<file path="src/rtl/b32enc_pkg.sv">
// Package with the types, constants and alphabet function of the base32 encoder.
`default_nettype none

package b32enc_pkg;

    localparam int unsigned CodeW  = 5;
    localparam int unsigned SlotN  = 3;
    localparam int unsigned AccW   = 12;
    localparam int unsigned WinW   = CodeW * SlotN;

    typedef logic [CodeW-1:0] t_code;

    // One byte's worth of work: up to three 5-bit codes, slot 0 goes out first.
    typedef struct packed {
        t_code [SlotN-1:0] codes;
        logic  [1:0]       num;
        logic              last;
    } t_grp;

    // Status of the queue as seen by the front and back parts.
    typedef struct packed {
        logic full;
        logic empty;
    } t_qstat;

    // Maps a 5-bit code to its ASCII character: A-Z for 0..25, 2-7 for 26..31.
    function automatic logic [7:0] f_ascii(input t_code code);
        logic [7:0] wide;
        wide = {3'b000, code};
        if (code < 5'd26) begin
            return 8'h41 + wide;
        end else begin
            return 8'h18 + wide;
        end
    endfunction

endpackage

`default_nettype wire

</file>
<file path="src/rtl/b32enc_if.sv">
// Channel interfaces for the byte input and the symbol output of the base32 encoder.
`default_nettype none

interface b32enc_byte_if;
    logic       valid;
    logic       ready;
    logic [7:0] data_byte;
    logic       final_byte;

    modport source (output valid, output data_byte, output final_byte, input ready);
    modport sink   (input valid, input data_byte, input final_byte, output ready);
endinterface

interface b32enc_sym_if;
    logic       valid;
    logic       ready;
    logic [7:0] symbol;
    logic       last_symbol;

    modport source (output valid, output symbol, output last_symbol, input ready);
    modport sink   (input valid, input symbol, input last_symbol, output ready);
endinterface

`default_nettype wire

</file>
<file path="src/rtl/b32enc_front.sv">
// Front part: merges each byte with the leftover bits and splits it into 5-bit codes.
`default_nettype none

module b32enc_front import b32enc_pkg::*; (
    input  logic               i_clk,
    input  logic               i_rst_n,
    b32enc_byte_if.sink        i_byte,
    input  t_qstat             i_qstat,
    output logic               o_push,
    output t_grp               o_grp
);

    logic [3:0]      r_bits;
    logic [2:0]      r_cnt;
    logic [3:0]      n_bits;
    logic [2:0]      n_cnt;

    logic [2:0]      cnt_c;
    logic [3:0]      keep;
    logic [AccW-1:0] acc;
    logic [3:0]      nbits;
    logic [3:0]      shamt;
    logic [WinW-1:0] win;
    logic            two;
    logic [2:0]      rem;
    logic [4:0]      rem_mask;
    logic            accept;

    always_comb begin
        cnt_c    = (r_cnt > 3'd4) ? 3'd4 : r_cnt;
        keep     = r_bits & 4'((5'b00001 << cnt_c) - 5'd1);
        acc      = {keep, i_byte.data_byte};
        nbits    = 4'd8 + {1'b0, cnt_c};
        shamt    = 4'd12 - nbits;
        // Left-align the valid bits in a 15-bit window; the pad bits come in as zeros.
        win      = {acc, 3'b000} << shamt;
        two      = (nbits >= 4'd10);
        rem      = two ? 3'(nbits - 4'd10) : 3'(nbits - 4'd5);
        rem_mask = (5'b00001 << rem) - 5'd1;

        o_grp.codes[0] = win[14:10];
        o_grp.codes[1] = win[9:5];
        o_grp.codes[2] = win[4:0];
        o_grp.num      = (two ? 2'd2 : 2'd1)
                         + {1'b0, (i_byte.final_byte && (rem != 3'd0))};
        o_grp.last     = i_byte.final_byte;

        accept         = i_byte.valid && !i_qstat.full;
        i_byte.ready   = !i_qstat.full;
        o_push         = accept;

        if (i_byte.final_byte) begin
            n_bits = 4'd0;
            n_cnt  = 3'd0;
        end else begin
            n_bits = acc[3:0] & rem_mask[3:0];
            n_cnt  = rem;
        end
    end

    always_ff @(posedge i_clk) begin
        if (!i_rst_n) begin
            r_bits <= 4'd0;
            r_cnt  <= 3'd0;
        end else if (accept) begin
            r_bits <= n_bits;
            r_cnt  <= n_cnt;
        end
    end

endmodule

`default_nettype wire

</file>
<file path="src/rtl/b32enc_fifo.sv">
// Small queue of code groups between the front and back parts.
`default_nettype none

module b32enc_fifo import b32enc_pkg::*; #(
    parameter int unsigned Depth = 2
) (
    input  logic   i_clk,
    input  logic   i_rst_n,
    input  logic   i_push,
    input  t_grp   i_grp,
    input  logic   i_pop,
    output t_grp   o_head,
    output t_qstat o_qstat
);

    localparam int unsigned PtrW = (Depth > 1) ? $clog2(Depth) : 1;
    localparam int unsigned CntW = $clog2(Depth + 1);

    t_grp            mem [Depth];
    logic [PtrW-1:0] r_wr;
    logic [PtrW-1:0] r_rd;
    logic [CntW-1:0] r_num;
    logic [PtrW-1:0] n_wr;
    logic [PtrW-1:0] n_rd;
    logic            do_push;
    logic            do_pop;

    always_comb begin
        o_qstat.full  = (r_num == CntW'(Depth));
        o_qstat.empty = (r_num == '0);
        o_head        = mem[r_rd];
        do_push       = i_push && !o_qstat.full;
        do_pop        = i_pop && !o_qstat.empty;
        n_wr          = (r_wr == PtrW'(Depth - 1)) ? '0 : r_wr + 1'b1;
        n_rd          = (r_rd == PtrW'(Depth - 1)) ? '0 : r_rd + 1'b1;
    end

    always_ff @(posedge i_clk) begin
        if (do_push) begin
            mem[r_wr] <= i_grp;
        end
    end

    always_ff @(posedge i_clk) begin
        if (!i_rst_n) begin
            r_wr  <= '0;
            r_rd  <= '0;
            r_num <= '0;
        end else begin
            if (do_push) begin
                r_wr <= n_wr;
            end
            if (do_pop) begin
                r_rd <= n_rd;
            end
            if (do_push && !do_pop) begin
                r_num <= r_num + 1'b1;
            end else if (do_pop && !do_push) begin
                r_num <= r_num - 1'b1;
            end
        end
    end

endmodule

`default_nettype wire

</file>
<file path="src/rtl/b32enc_back.sv">
// Back part: sends the codes of the head group one per beat through an output register.
`default_nettype none

module b32enc_back import b32enc_pkg::*; (
    input  logic          i_clk,
    input  logic          i_rst_n,
    input  t_grp          i_head,
    input  t_qstat        i_qstat,
    output logic          o_pop,
    b32enc_sym_if.source  o_sym
);

    logic [1:0] r_idx;
    logic       r_vld;
    logic [7:0] r_sym;
    logic       r_last;
    logic [1:0] n_idx;

    logic       load;
    logic       at_end;
    t_code      code;

    always_comb begin
        load   = !i_qstat.empty && (!r_vld || o_sym.ready);
        at_end = (r_idx == (i_head.num - 2'd1));
        code   = i_head.codes[r_idx];
        o_pop  = load && at_end;
        n_idx  = at_end ? 2'd0 : r_idx + 2'd1;

        o_sym.valid       = r_vld;
        o_sym.symbol      = r_sym;
        o_sym.last_symbol = r_last;
    end

    always_ff @(posedge i_clk) begin
        if (!i_rst_n) begin
            r_idx <= 2'd0;
            r_vld <= 1'b0;
        end else begin
            if (load) begin
                r_idx <= n_idx;
                r_vld <= 1'b1;
            end else if (o_sym.ready) begin
                r_vld <= 1'b0;
            end
        end
    end

    always_ff @(posedge i_clk) begin
        if (load) begin
            r_sym  <= f_ascii(code);
            r_last <= i_head.last && at_end;
        end
    end

endmodule

`default_nettype wire

</file>
<file path="src/rtl/base32_byte_encoder_unit.sv">
// Top level of the base32 byte encoder: front part, code queue and back part.
//
// The block turns a byte stream into base32 text (alphabet A-Z then 2-7, sent as
// ASCII, no '=' padding). Every beat on i_byte carries one byte and a flag that
// marks the last byte of a message; every beat on o_sym carries one character and
// a flag on the last character of the message. Bits are taken most significant
// first, and up to four leftover bits wait between bytes. On the final byte a
// partial group is filled with zero bits on the right and sent, and the leftover
// store is emptied so the next byte starts a new message. A byte gives one or two
// characters (two or three when it is final). The output register sends one
// character per cycle while the receiver is ready, and that single output port
// sets the rate. A byte is taken in the cycle after the previous one whenever the
// code queue (QueueDepth groups) has room, even while a character waits on a
// stalled output. A taken byte's codes are written into the code queue, and its
// first character is then loaded into the output register once the output side
// is free. There is no configuration and no clearing pass after reset.
`default_nettype none

module base32_byte_encoder_unit import b32enc_pkg::*; #(
    parameter int unsigned QueueDepth = 2
) (
    input  logic         i_clk,
    input  logic         i_rst_n,
    b32enc_byte_if.sink  i_byte,
    b32enc_sym_if.source o_sym
);

    // Groups of codes travel from the front part to the back part through the queue.
    t_grp   front_grp;
    t_grp   head_grp;
    t_qstat qstat;
    logic   push;
    logic   pop;

    // The front part keeps the leftover bits and splits each byte into codes.
    b32enc_front u_front (
        .i_clk   (i_clk),
        .i_rst_n (i_rst_n),
        .i_byte  (i_byte),
        .i_qstat (qstat),
        .o_push  (push),
        .o_grp   (front_grp)
    );

    // The queue lets the front take new bytes while the back part is stalled.
    b32enc_fifo #(
        .Depth (QueueDepth)
    ) u_fifo (
        .i_clk   (i_clk),
        .i_rst_n (i_rst_n),
        .i_push  (push),
        .i_grp   (front_grp),
        .i_pop   (pop),
        .o_head  (head_grp),
        .o_qstat (qstat)
    );

    // The back part maps one code per beat to its character and holds it until taken.
    b32enc_back u_back (
        .i_clk   (i_clk),
        .i_rst_n (i_rst_n),
        .i_head  (head_grp),
        .i_qstat (qstat),
        .o_pop   (pop),
        .o_sym   (o_sym)
    );

endmodule

`default_nettype wire

</file>
<file path="src/flat_wrapper.sv">
// flat-port wrapper written by rule: the top's interface ports become plain ports
module base32_byte_encoder_unit_flat import b32enc_pkg::*;
#(
    parameter int unsigned QueueDepth = 2
)
  (i_clk, i_rst_n, i_byte_valid, i_byte_data_byte, i_byte_final_byte, i_byte_ready, o_sym_valid, o_sym_symbol, o_sym_last_symbol, o_sym_ready);
  b32enc_byte_if i_byte_i ();
  b32enc_sym_if o_sym_i ();
  input  logic i_clk;
  input  logic i_rst_n;
  input wire logic [$bits(i_byte_i.valid)-1:0] i_byte_valid;
  input wire logic [$bits(i_byte_i.data_byte)-1:0] i_byte_data_byte;
  input wire logic [$bits(i_byte_i.final_byte)-1:0] i_byte_final_byte;
  output wire logic [$bits(i_byte_i.ready)-1:0] i_byte_ready;
  output wire logic [$bits(o_sym_i.valid)-1:0] o_sym_valid;
  output wire logic [$bits(o_sym_i.symbol)-1:0] o_sym_symbol;
  output wire logic [$bits(o_sym_i.last_symbol)-1:0] o_sym_last_symbol;
  input wire logic [$bits(o_sym_i.ready)-1:0] o_sym_ready;
  assign i_byte_i.valid = i_byte_valid;
  assign i_byte_i.data_byte = i_byte_data_byte;
  assign i_byte_i.final_byte = i_byte_final_byte;
  assign i_byte_ready = i_byte_i.ready;
  assign o_sym_valid = o_sym_i.valid;
  assign o_sym_symbol = o_sym_i.symbol;
  assign o_sym_last_symbol = o_sym_i.last_symbol;
  assign o_sym_i.ready = o_sym_ready;
  base32_byte_encoder_unit #(.QueueDepth(QueueDepth)) u_core (.i_clk(i_clk), .i_rst_n(i_rst_n), .i_byte(i_byte_i), .o_sym(o_sym_i));
endmodule
</file>
<file path="config.mk">
export PLATFORM = sky130hd
export DESIGN_NAME = base32_byte_encoder_unit_flat
export DESIGN_NICKNAME = d
export VERILOG_FILES = /design/src/rtl/b32enc_pkg.sv /design/src/rtl/b32enc_if.sv /design/src/rtl/b32enc_front.sv /design/src/rtl/b32enc_fifo.sv /design/src/rtl/b32enc_back.sv /design/src/rtl/base32_byte_encoder_unit.sv /design/src/flat_wrapper.sv
export SDC_FILE = /design/constraint.sdc
export NUM_CORES = 1
export LEC_CHECK = 0
export BUFFER_PORTS_ARGS = -buffer_cell sky130_fd_sc_hd__buf_2
export CAP_MARGIN = 30
export CELL_PAD_IN_SITES_DETAIL_PLACEMENT = 1
export CELL_PAD_IN_SITES_GLOBAL_PLACEMENT = 2
export CORE_MARGIN = 1
export CORE_UTILIZATION = 41
export DETAILED_ROUTE_END_ITERATION = 6
export PLACE_DENSITY_LB_ADDON = 0.2
export SLEW_MARGIN = 20
export SYNTH_ARGS = -nofsm -noshare
export SYNTH_HDL_FRONTEND = slang
export SYNTH_HIERARCHICAL = 1
export SYNTH_SLANG_ARGS = --single-unit
</file>
<file path="constraint.sdc">
create_clock -name i_clk -period 2.82 [get_ports i_clk]
set_input_delay 0.141 -clock i_clk [delete_from_list [all_inputs] [get_ports i_clk]]
set_output_delay 0.141 -clock i_clk [all_outputs]
set_load 0.03 [all_outputs]
</file>
==> impl_metrics.env <==
export IMPL_core_rowCount=32
export IMPL_drc_errors=0
export IMPL_crit_type="register to register"
export IMPL_max_vdd_ir_drop_v=0.000370
export IMPL_use_met1_pct=21.1
export IMPL_grt_pass1_vias=2373
export IMPL_syn_to_final_growth_pct=12.8
export IMPL_drv_cap=0
export IMPL_seq_area_frac_synth_pct=48.5
export IMPL_clock_path_buffers=2
export IMPL_post_place_ws_ns=0.418
export IMPL_grt_use_total_pct=17.8
export IMPL_hold_violations=0
export IMPL_synth_async_reset_ratio_pct=0
export IMPL_avgRoutedWirePerCell_um=16.2
export IMPL_power_static_leakage_uw=0.00141
export IMPL_synth_cell_types=63
export IMPL_grt_use_met2_pct=31.2
export IMPL_yosys_top_cells_count="44 x edfxtp_1, 21 x nand2_1, 19 x mux2_2, 17 x inv_1, 15 x dfxtp_1"
export IMPL_synth_edff_count=44
export IMPL_cts_tree="done"
export IMPL_cp_end_kind="register"
export IMPL_status="finished clean"
export IMPL_die_h_um=92.3
export IMPL_post_cts_resized=0
export IMPL_postSynthCellCount=293
export IMPL_cts_clk_slew_worst_paths_ns=0.06
export IMPL_max_freq_mhz=414
export IMPL_finalCritPeriodShare_pct=85.6
export IMPL_cts_root_buffer="clkbuf_8"
export IMPL_routed_wl_um=6930
export IMPL_vias_per_cell=5.26
export IMPL_vias=2244
export IMPL_port_buffers=22
export IMPL_firstDrtPassIters=4
export IMPL_yosysWarnings=6
export IMPL_nNetsFinal=344
export IMPL_cts_max_level=3
export IMPL_slew_headroom_pct=61.7
export IMPL_cts_sinks=59
export IMPL_cp_start_kind="register"
export IMPL_initial_core_util_pct=42.8
export IMPL_antenna_left=0
export IMPL_grt_antenna_before_repair=0
export IMPL_critPathArrivalTime_ns=2.49
export IMPL_met3_usage_pct=3.12
export IMPL_drive_gt1_share_pct=27.4
export IMPL_ys_seq_elements=59
export IMPL_core_area_um2=7810
export IMPL_place_congestion=0.782
export IMPL_path_max_fanout=10
export IMPL_tns_ns=0
export IMPL_netlist_top_cells_area="edfxtp_1 40%, dfxtp_1 9.0%, mux2_2 6.4%"
export IMPL_slew_violations=0
export IMPL_p_per_area_nw_per_um2=1050
export IMPL_yosysMostFrequentCell="edfxtp_1"
export IMPL_finalSetupViolCount=0
export IMPL_cp_data_required_time_ns=2.90
export IMPL_postCtsHoldBufs=0
export IMPL_io_pins=24
export IMPL_synth_top_area_share_pct=39.5
export IMPL_die_x_um=92.3
export IMPL_clk_latency_ns=0.33
export IMPL_busiest_layer="met2"
export IMPL_diodes=0
export IMPL_fin_util_pct=48.3
export IMPL_min_period_ns=2.41
export IMPL_fin_worst_skew_ns=0.00912
export IMPL_netlist_area_um2=3340
export IMPL_grt_max_degree=20
export IMPL_numCtsBuffers=9
export IMPL_tightest_slew_ns=0.571
export IMPL_layout_setup_ws_ns=0.405
export IMPL_rsz0062_at_grt="false"
export IMPL_hold_path_class="input pin to register"
export IMPL_grt_first_pass_wirelength_um=11500
export IMPL_yosys_area_top_type="edfxtp_1"
export IMPL_die_area_um2=8520
export IMPL_post_cts_setup_buffer_count=0
export IMPL_ys_flop_type="edfxtp_1"
export IMPL_overflow=0
export IMPL_hpwl_um=5040
export IMPL_first_iter_violations=56
export IMPL_syn_avg_cell_area_um2=11.4
-- per-layer routing --
metal | wire, um | part of all wire, %
met1 | 3140 | 45
met5 | 0 | 0
met2 | 3540 | 51
met3 | 159 | 2.3
met4 | 87 | 1.3
-- flip-flops by register name, summed over array words and instances, names as in the netlist, named ones only --
signal                           flops
u_core/u_back/o_sym.last_symbol      1
u_core/u_back/o_sym.symbol           7
u_core/u_back/o_sym.valid            1
u_core/u_back/r_idx                  2
u_core/u_fifo/mem                   36
u_core/u_fifo/r_num                  2
u_core/u_fifo/r_rd                   1
u_core/u_fifo/r_wr                   1
u_core/u_front/r_bits                4
u_core/u_front/r_cnt                 3
-- area by class of cell --
| cell class | instances | area [um^2] |
|---|---|---|
| Fill cell | 869 | 4040 |
| Sequential cell | 59 | 1620 |
| Multi-Input combinational cell | 195 | 1510 |
| Timing Repair Buffer | 34 | 200 |
| Clock buffer | 10 | 128 |
| Tap cell | 102 | 128 |
| Clock inverter | 6 | 104 |
| Inverter | 21 | 83.8 |
-- path summary, 6_finish.rpt --
kind                                         start                                    end  slack [ns]  cells past startpoint
max           u_core/u_front/r_cnt[0]$_SDFFE_PN0P_      u_core/u_fifo/mem[0][5]$_DFFE_PP_        0.41                      7
min                              i_byte_final_byte      u_core/u_fifo/mem[1][0]$_DFFE_PP_        0.11                      1
max reg2reg   u_core/u_front/r_cnt[0]$_SDFFE_PN0P_      u_core/u_fifo/mem[0][5]$_DFFE_PP_        0.41                      7
min reg2reg  u_core/u_front/r_bits[3]$_SDFFE_PN0P_  u_core/u_front/r_bits[3]$_SDFFE_PN0P_        0.50                      2
-- kinds of logic (layout without fill, tap and decap cells) --
group	after synthesis	count (layout)	synth area share, %
DFF	59	59	48.5
muxes	33	33	12.6
other	2	4	0.225
buffers and inverters	41	71	6.66
and+or+nand+nor	82	82	13.3
AOI/OAI and AO/OA	56	56	12.3
xor gates and xnor gates	9	9	2.36
adders and majority gates	11	11	4.12
-- layout by cell type, fill, tap and decap left out, types with 3 or more instances in the layout --
cell and n:
xor2_1 3, mux2_2 19, o21ai_1 4, bufinv_16 3, nor2_1 14, mux4_2 5, ha_1 11, nand3_1 6
buf_2 22, nand2_1 21, a21boi_0 4, nor2b_1 7, edfxtp_1 44, o21ai_0 7, dfxtp_1 15, buf_4 12
xnor2_1 6, a21oi_1 12, or3_1 4, nand2b_1 6, mux2i_1 8, nor3_1 5, a31oi_1 3, clkbuf_8 9
inv_1 17, conb_1 4, and2_1 4
-- worst max-delay path, cell delays in order, from the launching register on --
cell and delay [ns]:
dfxtp_1 0.46, nor2b_4 0.32, inv_4 0.11, ha_1 0.21, ha_1 0.32, o21ai_1 0.33
a31oi_1 0.08, a211o_1 0.33
-- power by group --
part	switching [uW]	internal (uW)	leakage, uW	total (uW)
combinational	1020	656	0.000760	1680
sequential	77.7	1300	0.000536	1380
clock	320	581	0.000118	901
-- per-stage QoR --
stage | hold WS (ns) | power [uW] | area, um^2 | cells
2_1_floorplan | 0.259 | 2700 | 3350 | 295
3_3_place_gp | 0.432 | 3040 | 3540 | 411
3_5_place_dp | 0.445 | 3090 | 3540 | 411
4_1_cts | 0.0913 | 4020 | 3770 | 427
5_1_grt | 0.109 | 4230 | 3770 | 427
6_report | 0.106 | 3950 | 3770 | 427
(Power assumes the default switching activity.)
